<file path="src/rtl/polynomial_bisection_root_macros.svh">
// Assertion macros for the bisection root finder
`ifndef POLYNOMIAL_BISECTION_ROOT_MACROS_SVH
`define POLYNOMIAL_BISECTION_ROOT_MACROS_SVH
`ifndef ASSERT_OFF
`define PBR_ASSERT(label, clk, rst, prop) \
  label: assert property (@(posedge clk) disable iff (rst) prop) else $error("assertion failed");
`define PBR_ASSERT_R(label, clk, prop) \
  label: assert property (@(posedge clk) prop) else $error("assertion failed");
`else
`define PBR_ASSERT(label, clk, rst, prop)
`define PBR_ASSERT_R(label, clk, prop)
`endif
`endif

</file>
<file path="src/rtl/pbr_pkg.sv">
`timescale 1ns / 1ps
// ----------------------------------------------------------------------------
// pbr_pkg
// Types, constants and codes shared by the bisection root finder.
// ----------------------------------------------------------------------------
package pbr_pkg;

  localparam int MAX_STEPS_DEF = 256;
  localparam int FRAC_BITS_DEF = 16;
  localparam int NUM_REGS = 7;

  localparam logic [2:0] REG_COEF_4 = 3'd4;
  localparam logic [2:0] REG_TOLERANCE = 3'd5;
  localparam logic [2:0] REG_STEP_LIMIT = 3'd6;

  localparam logic [1:0] STATUS_FOUND = 2'd0;
  localparam logic [1:0] STATUS_NO_BRACKET = 2'd1;
  localparam logic [1:0] STATUS_LIMIT = 2'd2;

  typedef struct packed {
    logic signed [31:0] interval_start;
    logic signed [31:0] interval_end;
  } in_word_t;

  typedef struct packed {
    logic signed [31:0] root_value;
    logic [1:0]         status;
  } out_word_t;

  typedef struct packed {
    logic signed [31:0] data;
    logic [2:0]         index;
  } cfg_word_t;

  // point selected for evaluation
  typedef enum logic [1:0] {PT_LEFT, PT_RIGHT, PT_MID} point_t;

  typedef struct packed {
    logic   load;      // latch new interval
    logic   eval_go;   // start Horner evaluation
    point_t point;
    logic   save_yl;   // keep value at the left bound
    logic   save_yr;
    logic   bisect;    // replace one bound by the midpoint
  } dp_cmd_t;

  typedef struct packed {
    logic eval_done;
    logic near_zero;
    logic same_sign;   // yl and yr share a sign
    logic limit_hit;
  } dp_stat_t;

  function automatic logic signed [31:0] sat32(input logic signed [65:0] v);
    if (v > 66'sd2147483647) return 32'sh7fffffff;
    else if (v < -66'sd2147483648) return 32'sh80000000;
    else return v[31:0];
  endfunction

endpackage

</file>
<file path="src/rtl/pbr_datapath.sv">
`timescale 1ns / 1ps
// ----------------------------------------------------------------------------
// pbr_datapath
// Bounds, step counter and a shared multiplier for Horner evaluation.
// ----------------------------------------------------------------------------
`include "polynomial_bisection_root_macros.svh"
module pbr_datapath #(
  parameter int MAX_STEPS = pbr_pkg::MAX_STEPS_DEF,
  parameter int FRAC_BITS = pbr_pkg::FRAC_BITS_DEF
) (
  input  logic                       clk,
  input  logic                       rst,
  input  pbr_pkg::in_word_t          in_word,
  input  logic signed [4:0][31:0]    coef,
  input  logic [30:0]                tolerance,
  input  logic [8:0]                 step_limit,
  input  pbr_pkg::dp_cmd_t           cmd,
  output pbr_pkg::dp_stat_t          stat,
  output logic signed [31:0]         point_value
);

  localparam int CW = $clog2(MAX_STEPS + 1);

  logic signed [31:0] left_bound, right_bound, mid, x;
  logic signed [31:0] yl, yr, horner_acc;
  logic signed [63:0] product;
  logic [2:0]         k;
  logic               busy, mul_phase, eval_done;
  logic [CW-1:0]      step_count, limit;
  logic signed [32:0] sum;
  logic signed [65:0] shifted, added;
  logic signed [31:0] mulq;
  logic [31:0]        absy;

  assign sum = 33'(left_bound) + 33'(right_bound);
  assign mid = sum[32:1];

  always_comb begin
    unique case (cmd.point)
      pbr_pkg::PT_LEFT:  x = left_bound;
      pbr_pkg::PT_RIGHT: x = right_bound;
      default:           x = mid;
    endcase
  end
  assign point_value = x;

  always_comb begin
    logic [8:0] lim9;
    lim9 = (step_limit == 9'd0) ? 9'd1 : step_limit;
    if (32'(lim9) > 32'(MAX_STEPS)) limit = CW'(MAX_STEPS);
    else limit = CW'(lim9);
  end

  assign shifted = (66'(product) + (66'sd1 <<< (FRAC_BITS - 1))) >>> FRAC_BITS;
  assign mulq = pbr_pkg::sat32(shifted);
  assign added = 66'(mulq) + 66'(signed'(coef[k]));

  always_ff @(posedge clk) begin
    if (rst) begin
      busy <= 1'b0;
      eval_done <= 1'b0;
      step_count <= '0;
      left_bound <= '0;
      right_bound <= '0;
      horner_acc <= '0;
    end else begin
      eval_done <= 1'b0;
      if (cmd.load) begin
        left_bound <= in_word.interval_start;
        right_bound <= in_word.interval_end;
        step_count <= '0;
      end
      if (cmd.eval_go) begin
        busy <= 1'b1;
        mul_phase <= 1'b1;
        horner_acc <= coef[4];
        k <= 3'd3;
      end else if (busy) begin
        if (mul_phase) begin
          product <= horner_acc * x;
          mul_phase <= 1'b0;
        end else begin
          horner_acc <= pbr_pkg::sat32(added);
          mul_phase <= 1'b1;
          if (k == 3'd0) begin
            busy <= 1'b0;
            eval_done <= 1'b1;
          end else begin
            k <= k - 3'd1;
          end
        end
      end
      if (cmd.save_yl) yl <= horner_acc;
      if (cmd.save_yr) yr <= horner_acc;
      if (cmd.bisect) begin
        step_count <= step_count + 1'b1;
        if (horner_acc[31] == yl[31]) left_bound <= mid;
        else right_bound <= mid;
      end
    end
  end

  assign stat.eval_done = eval_done;
  assign absy = horner_acc[31] ? 32'(-33'(horner_acc)) : 32'(horner_acc);
  assign stat.near_zero = absy <= {1'b0, tolerance};
  assign stat.same_sign = yl[31] == yr[31];
  assign stat.limit_hit = (step_count + 1'b1) >= limit;

  `PBR_ASSERT(a_count_bound, clk, rst, cmd.bisect |-> step_count < limit)
  `PBR_ASSERT(a_go_idle, clk, rst, cmd.eval_go |-> !busy)
  `PBR_ASSERT(a_done_pulse, clk, rst, stat.eval_done |=> !stat.eval_done)

endmodule

</file>
<file path="src/rtl/pbr_control.sv">
`timescale 1ns / 1ps
// ----------------------------------------------------------------------------
// pbr_control
// Sequencer for bisection rounds and the result register.
// ----------------------------------------------------------------------------
`include "polynomial_bisection_root_macros.svh"
module pbr_control (
  input  logic                 clk,
  input  logic                 rst,
  input  logic                 in_valid,
  output logic                 in_stall,
  output logic                 out_valid,
  input  logic                 out_stall,
  output pbr_pkg::out_word_t   out_word,
  output pbr_pkg::dp_cmd_t     cmd,
  input  pbr_pkg::dp_stat_t    stat,
  input  logic signed [31:0]   point_value
);

  typedef enum logic [2:0] {S_IDLE, S_EVAL, S_WAIT, S_DECIDE, S_OUT} state_t;
  state_t state;
  pbr_pkg::point_t point;

  assign in_stall = state != S_IDLE;

  always_comb begin
    cmd = '0;
    cmd.point = point;
    cmd.load = state == S_IDLE && in_valid;
    cmd.eval_go = state == S_EVAL;
    if (state == S_WAIT && stat.eval_done && !stat.near_zero) begin
      cmd.save_yl = point == pbr_pkg::PT_LEFT;
      cmd.save_yr = point == pbr_pkg::PT_RIGHT;
    end
    cmd.bisect = state == S_DECIDE && !stat.same_sign && !stat.limit_hit;
  end

  always_ff @(posedge clk) begin
    if (rst) begin
      state <= S_IDLE;
      out_valid <= 1'b0;
      point <= pbr_pkg::PT_LEFT;
    end else begin
      unique case (state)
        S_IDLE: if (in_valid) begin
          point <= pbr_pkg::PT_LEFT;
          state <= S_EVAL;
        end
        S_EVAL: state <= S_WAIT;
        S_WAIT: if (stat.eval_done) begin
          if (stat.near_zero) begin
            out_word.root_value <= point_value;
            out_word.status <= pbr_pkg::STATUS_FOUND;
            out_valid <= 1'b1;
            state <= S_OUT;
          end else if (point == pbr_pkg::PT_MID) begin
            state <= S_DECIDE;
          end else begin
            point <= (point == pbr_pkg::PT_LEFT) ? pbr_pkg::PT_RIGHT : pbr_pkg::PT_MID;
            state <= S_EVAL;
          end
        end
        S_DECIDE: begin
          if (stat.same_sign) begin
            out_word.root_value <= '0;
            out_word.status <= pbr_pkg::STATUS_NO_BRACKET;
            out_valid <= 1'b1;
            state <= S_OUT;
          end else if (stat.limit_hit) begin
            out_word.root_value <= point_value;
            out_word.status <= pbr_pkg::STATUS_LIMIT;
            out_valid <= 1'b1;
            state <= S_OUT;
          end else begin
            point <= pbr_pkg::PT_LEFT;
            state <= S_EVAL;
          end
        end
        S_OUT: if (!out_stall) begin
          out_valid <= 1'b0;
          state <= S_IDLE;
        end
        default: state <= S_IDLE;
      endcase
    end
  end

  `PBR_ASSERT(a_valid_out, clk, rst, out_valid |-> state == S_OUT)
  `PBR_ASSERT(a_status_code, clk, rst, out_valid |-> out_word.status != 2'd3)
  `PBR_ASSERT(a_done_wait, clk, rst, cmd.bisect |=> state == S_EVAL)

endmodule

</file>
<file path="src/rtl/polynomial_bisection_root.sv">
`timescale 1ns / 1ps
// ----------------------------------------------------------------------------
// polynomial_bisection_root
// Bisection root finder for a configured quartic in signed Q16.16.
// ----------------------------------------------------------------------------
// Usage: write coefficients, tolerance and step limit on the cfg channel
// while idle (cfg_ready is always high). Offer an interval word on in_valid;
// it is taken when in_stall is low, which holds only while idle.
// One result word follows on out_valid and holds until out_stall is low.
// Each Horner evaluation has a start step, then a multiply step and an add
// step on the shared multiplier for each coefficient below the top one,
// and a check step. A round evaluates three points (left, right and mid)
// and then makes a decision. A point within tolerance ends the item as
// found. Reset clears the controller, the bounds and the registers to
// their defaults (tolerance 1, limit 64).
// A stalled result blocks the next item until it is taken.
// ----------------------------------------------------------------------------
module polynomial_bisection_root #(
  parameter int MAX_STEPS = pbr_pkg::MAX_STEPS_DEF,
  parameter int FRAC_BITS = pbr_pkg::FRAC_BITS_DEF
) (
  input  logic                clk,
  input  logic                rst,
  input  logic                in_valid,
  output logic                in_stall,
  input  pbr_pkg::in_word_t   in_word,
  output logic                out_valid,
  input  logic                out_stall,
  output pbr_pkg::out_word_t  out_word,
  input  logic                cfg_valid,
  output logic                cfg_ready,
  input  pbr_pkg::cfg_word_t  cfg_word
);

  logic signed [4:0][31:0] coef;
  logic [30:0]             tolerance;
  logic [8:0]              step_limit;
  pbr_pkg::dp_cmd_t        cmd;
  pbr_pkg::dp_stat_t       stat;
  logic signed [31:0]      point_value;

  assign cfg_ready = 1'b1;

  always_ff @(posedge clk) begin
    if (rst) begin
      coef <= '0;
      tolerance <= 31'd1;
      step_limit <= 9'd64;
    end else if (cfg_valid) begin
      if (cfg_word.index <= pbr_pkg::REG_COEF_4)
        coef[cfg_word.index] <= cfg_word.data;
      else if (cfg_word.index == pbr_pkg::REG_TOLERANCE)
        tolerance <= cfg_word.data[30:0];
      else if (cfg_word.index == pbr_pkg::REG_STEP_LIMIT)
        step_limit <= cfg_word.data[8:0];
    end
  end

  pbr_control u_control (
    .clk, .rst, .in_valid, .in_stall, .out_valid, .out_stall, .out_word,
    .cmd, .stat, .point_value
  );

  pbr_datapath #(.MAX_STEPS(MAX_STEPS), .FRAC_BITS(FRAC_BITS)) u_datapath (
    .clk, .rst, .in_word, .coef, .tolerance, .step_limit, .cmd, .stat, .point_value
  );

endmodule
</file>
<file path="config.mk">
export PLATFORM = sky130hd
export DESIGN_NAME = polynomial_bisection_root
export DESIGN_NICKNAME = d
export VERILOG_FILES = /design/src/rtl/pbr_pkg.sv /design/src/rtl/pbr_datapath.sv /design/src/rtl/pbr_control.sv /design/src/rtl/polynomial_bisection_root.sv
export VERILOG_INCLUDE_DIRS = /design/src /design/src/rtl
export SDC_FILE = /design/constraint.sdc
export NUM_CORES = 2
export LEC_CHECK = 0
export ABC_CLOCK_PERIOD_IN_PS = 11600
export BUFFER_PORTS_ARGS = -buffer_cell sky130_fd_sc_hd__clkbuf_2
export CORE_UTILIZATION = 55
export CTS_CLUSTER_SIZE = 20
export DETAILED_ROUTE_END_ITERATION = 10
export PLACE_DENSITY = 0.74
export SLEW_MARGIN = 20
export SYNTH_ARGS = -nofsm -noshare
export SYNTH_HDL_FRONTEND = slang
export SYNTH_SLANG_ARGS = --single-unit
</file>
<file path="constraint.sdc">
create_clock -name clk -period 11.6 [get_ports clk]
set_input_delay 0.58 -clock clk [delete_from_list [all_inputs] [get_ports clk]]
set_output_delay 0.58 -clock clk [all_outputs]
set_load 0.02 [all_outputs]
</file>
==> After elaboration in Yosys (flattened, before gate mapping) <==
Cells that the tools add are included.
{ "op_classes": {"add_sub_neg": 6, "mul": 1, "n_lt_le_gt_ge": 11, "n_eq_ne": 21, "muxes": 62, "n_bitwise": 5, "n_reduce_logical": 33} }
{ "ops": {"columns": ["op", "count"], "rows": [
  ["32-bit 2-to-1 mux", 16],
  ["160-bit bitwise mux", 1],
  ["34-bit 2-to-1 mux", 4],
  ["32-bit binary-select mux with 3-bit select", 1],
  ["32-bit demux with 3-bit select", 1],
  ["34-bit one-hot mux with 2 select lines", 1],
  ["32-bit by 32-bit adder with 33-bit output", 2],
  ["66-bit by 32-bit greater-than comparator with 1-bit output, second input constant", 1],
  ["66-bit by 32-bit less-than comparator with 1-bit output, second input constant", 1],
  ["64-bit by 17-bit adder with 65-bit output, second input constant", 1],
  ["32-bit by 32-bit multiplier with 64-bit output", 1],
  ["32-bit one-hot mux with 2 select lines", 1],
  ["49-bit by 32-bit greater-than comparator with 1-bit output, second input constant", 1],
  ["49-bit by 32-bit less-than comparator with 1-bit output, second input constant", 1],
  ["9-bit 2-to-1 mux", 4],
  ["32-bit by 31-bit <= comparator with 1-bit output", 1],
  ["32-bit negation", 1],
  ["3-bit 2-to-1 mux", 9],
  ["2-bit 2-to-1 mux", 9],
  ["2-bit != test, second input constant", 8],
  ["3-bit one-hot mux with 5 select lines", 1],
  ["1-bit 2-to-1 mux", 12],
  ["4-bit AND reduction", 3],
  ["2-bit AND reduction", 5],
  ["29 further kinds", 53]
]} }
{ "totals": {"reg_bits": 479, "input_bits": 104, "out_inout_bits": 37, "wordCells": 162} }

==> Longest topological paths before layout <==
{ "logic_depth": {"word_depth": 11, "mapped_depth": 40, "depth_no_buf": 39} }

==> Hierarchy <==
A second synthesis with hierarchy kept.
{ "unflattened": {"hier_cells": 6544, "area_unflattened_um2": 59388.2} }
{ "by_module_without_submodules": {"columns": ["module", "n_inst", "cells_per_inst", "area_per_inst_um2"], "rows": [
  ["pbr_datapath", 1, 5729, 49955.4],
  ["polynomial_bisection_root", 1, 697, 7813.7],
  ["pbr_control", 1, 118, 1619.1]
]} }

==> Worst setup path after synthesis <==
No wires, ideal clock.
{ "synth_path": {"path_type": "reg2reg", "startpoint": "reg u_datapath.right_bound[4]", "endpoint": "reg u_datapath.product[61] (data pin)", "t_arrival_ns": 9.870, "t_required_ns": 11.337, "slack_ns": 1.467, "path_stages_with_launch": 38, "path_buffers": 1, "period_less_slack_ns": 10.133, "cell_sequence": "dfxtp_1 > ha_1 > a21o_1 > a21o_1 > a221oi_1 > o21bai_1 > a21oi_1 > xnor2_1 > nand2_1 > o21ai_1 > clkbuf_1 > nand2_1 > inv_1 > fa_1 > fa_1 > inv_1 > fa_1 > inv_1 > (+2 left out) > fa_1 > inv_1 > fa_1 > fa_1 > inv_1 > fa_1 > inv_1 > ha_1 > a21o_1 > a21oi_1 > o21ba_2 > o21ai_0 > a221oi_1 > nand3_1 > a21oi_1 > nor2_1 > o32ai_1 > xnor2_1"} }
{ "synth_between": {"elab_chain_cells": 3} }
{ "synth_rtl": {"columns": ["item", "line_no", "text"], "rows": [
  ["start: declaration", "pbr_datapath.sv:24", "logic signed [31:0] left_bound, right_bound, mid, x;"],
  ["start signal: assignment", "pbr_datapath.sv:70", "right_bound <= in_word.interval_end;"],
  ["start signal: assignment", "pbr_datapath.sv:98", "else right_bound <= mid;"],
  ["32-bit by 32-bit adder with 33-bit output", "pbr_datapath.sv:35", "assign sum = 33'(left_bound) + 33'(right_bound);"],
  ["32-bit one-hot mux with 2 select lines (*)", "pbr_datapath.sv:39", "unique case (cmd.point)"],
  ["32-bit by 32-bit multiplier with 64-bit output (*)", "pbr_datapath.sv:80", "product <= horner_acc * x;"],
  ["end signal: assignment", "pbr_datapath.sv:80", null],
  ["end: declaration", "pbr_datapath.sv:26", "logic signed [63:0] product;"]
]} }
Every way passes the cells marked *; elsewhere a longest branch is shown, timed or not.
A chain may end at the register's enable or synchronous reset.

==> Worst setup path after layout <==
{ "layout_path": {"startpoint": "reg u_datapath.right_bound[2]", "endpoint": "reg u_datapath.product[54] (data pin)"} }
Same word-level chain as after synthesis.

==> key figures <==
Timing
  • Min Hold Slack: 0.183 ns
  • Final-report hold violation count: 0
  • Fmax: 0.0900 GHz
  • Final setup margin: 0.492 ns
  • Final setup TNS: 0 ns
  • Max Slew Vio Count: 0
  • Slew @ Worst Pin: between 1 and 1.5 ns
  • Min cycle time layout: 11.11 ns
  • Post-route clock period utilization: a little over nine tenths
  • Slew headroom: 22.6%
  • Final Skew: around 0.038 ns
  • Final Setup Violations: 0
  • RSZ-0062 raised after global routing: false

Placement
  • Post-Place Cells: 8161
  • Port Buf Inserts: 139
  • Placer congestion estimate: about 0.95
  • Post-Place Worst Slack: 0.682 ns
  • Final HPWL DP: 127 mm

Floorplanning
  • Initial Utilization: a little under three fifths
  • Die Ht: 330 µm
  • Die Area: 0.109 mm²
  • Die width: 330 µm
  • Row Count: 119
  • Core footprint: 0.106 mm²
  • IO Count: 141

Clock tree
  • CTS tree: built
  • CTS root buf: clkbuf_16
  • # H-tree levels: 2
  • CTS Buf Count: 46
  • CTS sink cnt: 402
  • Reg clk slew, reported paths: roughly 0.060 ns
  • Clk Latency, worst-skew pair: 0.65 ns
  • Clk buf depth: 3
  • # hold bufs at CTS: 0
  • Post-CTS Setup Bufs: 0
  • Post_cts resized: 0

Route
  • DRT iter0 DRCs: 3932
  • Routed len/inst: ~20 µm
  • Drt drc: 0
  • Final wirelength: 163 mm
  • Routed Antenna Nets: 0
  • Routed vias/inst: 5.71
  • Vias: 47100
  • TritonRoute pass-1 iters: 5

Layout
  • Antenna diode count: 0
  • Layout Nets: roughly 8300
  • Finished Layout Cells: ~8200
  • Util after Layout: 59.4%
  • Share of layout cells above drive strength 1: 6.65%
  • Area grow syn2layout: 6.35%

Pwr
  • Peak VDD IR: 0.196 mV
  • Pwr dens: between 150 and 200 mW/mm²
  • Lkg Pwr: around 29 nW

Yosys
  • Top-area cell type share of the netlist area: 36.7%
  • Synth warnings: 0
  • Number of synthesized flops with an enable pin: 89
  • Post-synth top flop: dfxtp_1
  • Yosys cell types: 84
  • Dominant cell type by area after synthesis: fa_1
  • Mapped Cells: roughly 7000
  • Fraction of the yosys area taken by sequential cells: 15.1%
  • Syn nets: 8384
  • Async set-reset flop share out of synthesis: 0%
  • Synth area leaders: fa_1 37%, dfxtp_1 11%, nand2_1 9.0%
  • Mean Syn Cell Area: 8.56 µm²
  • Synth Register Bits: 402
  • Synthesized cell area: 0.0591 mm²

GRT
  • Aggregate global routing overflow: 0
  • Largest net degree at the start of global routing: 135
  • GR Util All Layers: 31.2%
  • Initial antenna violation count: 1
  • First-pass GRT wire length: about 270 mm
  • Number of global-route vias before repair: 49000

Min path
  • Min-Delay Path Class: in2reg

Worst setup path
  • Cell repeated most along the worst path: fa_1
  • Worst setup EP type: flip-flop
  • Worst-path maximum fanout: 32
  • Critical setup path kind: reg2reg
  • CP peak stage delay: approximately 0.58 ns
  • Crit path DAT: around 11 ns
  • Req. time, crit path: approximately 12 ns
  • Critical-path top delay cell: fa_1
  • CP startpoint kind: flip-flop

Status
  • Status: finished clean

Job
  • # Max-Cap Violations: 0
-- area by class of cell --
class	instances	area, µm²
Multi-Input combinational cell	4811	44000
Fill cell	9244	43000
Sequential cell	402	8940
Inverter	1297	4870
Tap cell	1391	1740
Timing Repair Buffer	260	1650
Clock buffer	61	1280
Clock inverter	23	349
-- placed cells by master (no fill, tap or decap), types with 24 or more instances in the layout --
| cell | Yosys | layout |
|---|---|---|
| nor3_1 | 36 | 34 |
| a21oi_1 | 348 | 337 |
| o21ai_0 | 176 | 176 |
| dfxtp_1 | 313 | 310 |
| nand3_1 | 64 | 62 |
| mux4_2 | 31 | 31 |
| a21o_1 | 74 | 74 |
| o21a_1 | 25 | 25 |
| a311oi_1 | 34 | 34 |
| clkbuf_16 | 0 | 46 |
| clkbuf_2 | 0 | 138 |
| fa_1 | 1083 | 1083 |
| nor2b_1 | 36 | 36 |
| a211oi_1 | 87 | 87 |
| nand2_1 | 1417 | 1416 |
| edfxtp_1 | 89 | 89 |
| buf_4 | 1 | 118 |
| xnor2_1 | 129 | 129 |
| nand4_1 | 32 | 32 |
| mux2i_1 | 27 | 24 |
| and3_1 | 56 | 56 |
| xor2_1 | 56 | 56 |
| nor2_1 | 200 | 193 |
| inv_1 | 1295 | 1295 |
| ha_1 | 288 | 288 |
| and2_1 | 328 | 327 |
-- worst max-delay path, delay by kind of cell (launching register included) --
family	cells	cell delay, ns
flops	1	0.33
buf+inv	7	0.85
simple gates	3	0.63
fa+ha+maj	10	4.91
compound gates	16	4.07
-- per-stage QoR --
stage,instance area (µm²),total power (W)
final,62900,0.0118
after floorplan,59100,0.00788
after detailed placement,61200,0.0101
after global routing,62900,0.0130
after global placement,61200,0.0100
after CTS,62900,0.0118
-- power by group --
part	total [W]	internal (W)	switching (W)
combinational	0.00828	0.00310	0.00518
clock	0.00159	0.000901	0.000692
sequential	0.00192	0.00174	0.000183
total	0.0118	0.00573	0.00606
-- final timing paths --
| kind | from | to | slack [ns] | cells past startpoint |
|---|---|---|---|---|
| min reg2reg | coef[73] | coef[73] | 0.45 | 2 |
| max reg2reg | u_datapath.right_bound[2] | u_datapath.product[54] | 0.49 | 36 |
| min | in_word[14] | u_datapath.right_bound[14] | 0.18 | 3 |
| max | u_datapath.right_bound[2] | u_datapath.product[54] | 0.49 | 36 |
-- routing by layer --
metal / global-route usage, % / vias to the layer above / share of wire [%]
li1: - / 21100 / -
met1: 41.0 / 23800 / 40
met2: 51.6 / 1846 / 48
met3: 4.20 / 375 / 7.2
met4: 13.8 / 0 / 4.9
met5: 0 / - / 0
-- state kept, by name, summed over array words and instances, names as in the netlist --
register / flops
u_datapath.mul_phase: 1
tolerance: 31
u_control.point: 2
u_control.state: 3
u_control.out_word: 34
coef: 160
u_datapath.eval_done: 1
u_datapath.step_count: 9
u_control.out_valid: 1
u_datapath.horner_acc: 32
step_limit: 9
u_datapath.yl: 1
u_datapath.right_bound: 32
u_datapath.product: 49
u_datapath.left_bound: 32
u_datapath.yr: 1
u_datapath.k: 3
u_datapath.busy: 1
-- kinds of logic after synthesis --
logic type | after synthesis | synth area share [%]
simple gates | 2277 | 17.3
buf+inv | 1696 | 10.8
fa+ha+maj | 1371 | 42.8
compound gates | 913 | 9.55
flops | 402 | 15.1
xor+xnor | 185 | 2.74
mux | 64 | 1.75
other cells | 1 | 0.00634
-- synthesized netlist by cell type, types with 7 or more instances --
master / number
nand4_1: 32
o21bai_1: 21
nand3_1: 64
dfxtp_1: 313
a311oi_1: 34
or3_1: 15
nand2b_1: 20
and2_1: 328
a211oi_1: 87
a21o_1: 74
clkbuf_1: 377
inv_1: 1295
and3_1: 56
mux2i_1: 27
nand2_1: 1417
xnor2_1: 129
edfxtp_1: 89
a31oi_1: 23
ha_1: 288
nand3b_1: 9
o211ai_1: 16
a31o_2: 7
o31ai_1: 14
nor3_1: 36
a21oi_1: 348
xor2_1: 56
fa_1: 1083
nor4_1: 11
nor2_1: 200
nor2b_1: 36
nor3b_1: 7
nor4b_1: 7
o21a_1: 25
o21ai_1: 12
mux4_2: 31
or4_1: 7
buf_1: 19
or2_2: 16
o21ai_0: 176
(Power assumes the default switching activity.)
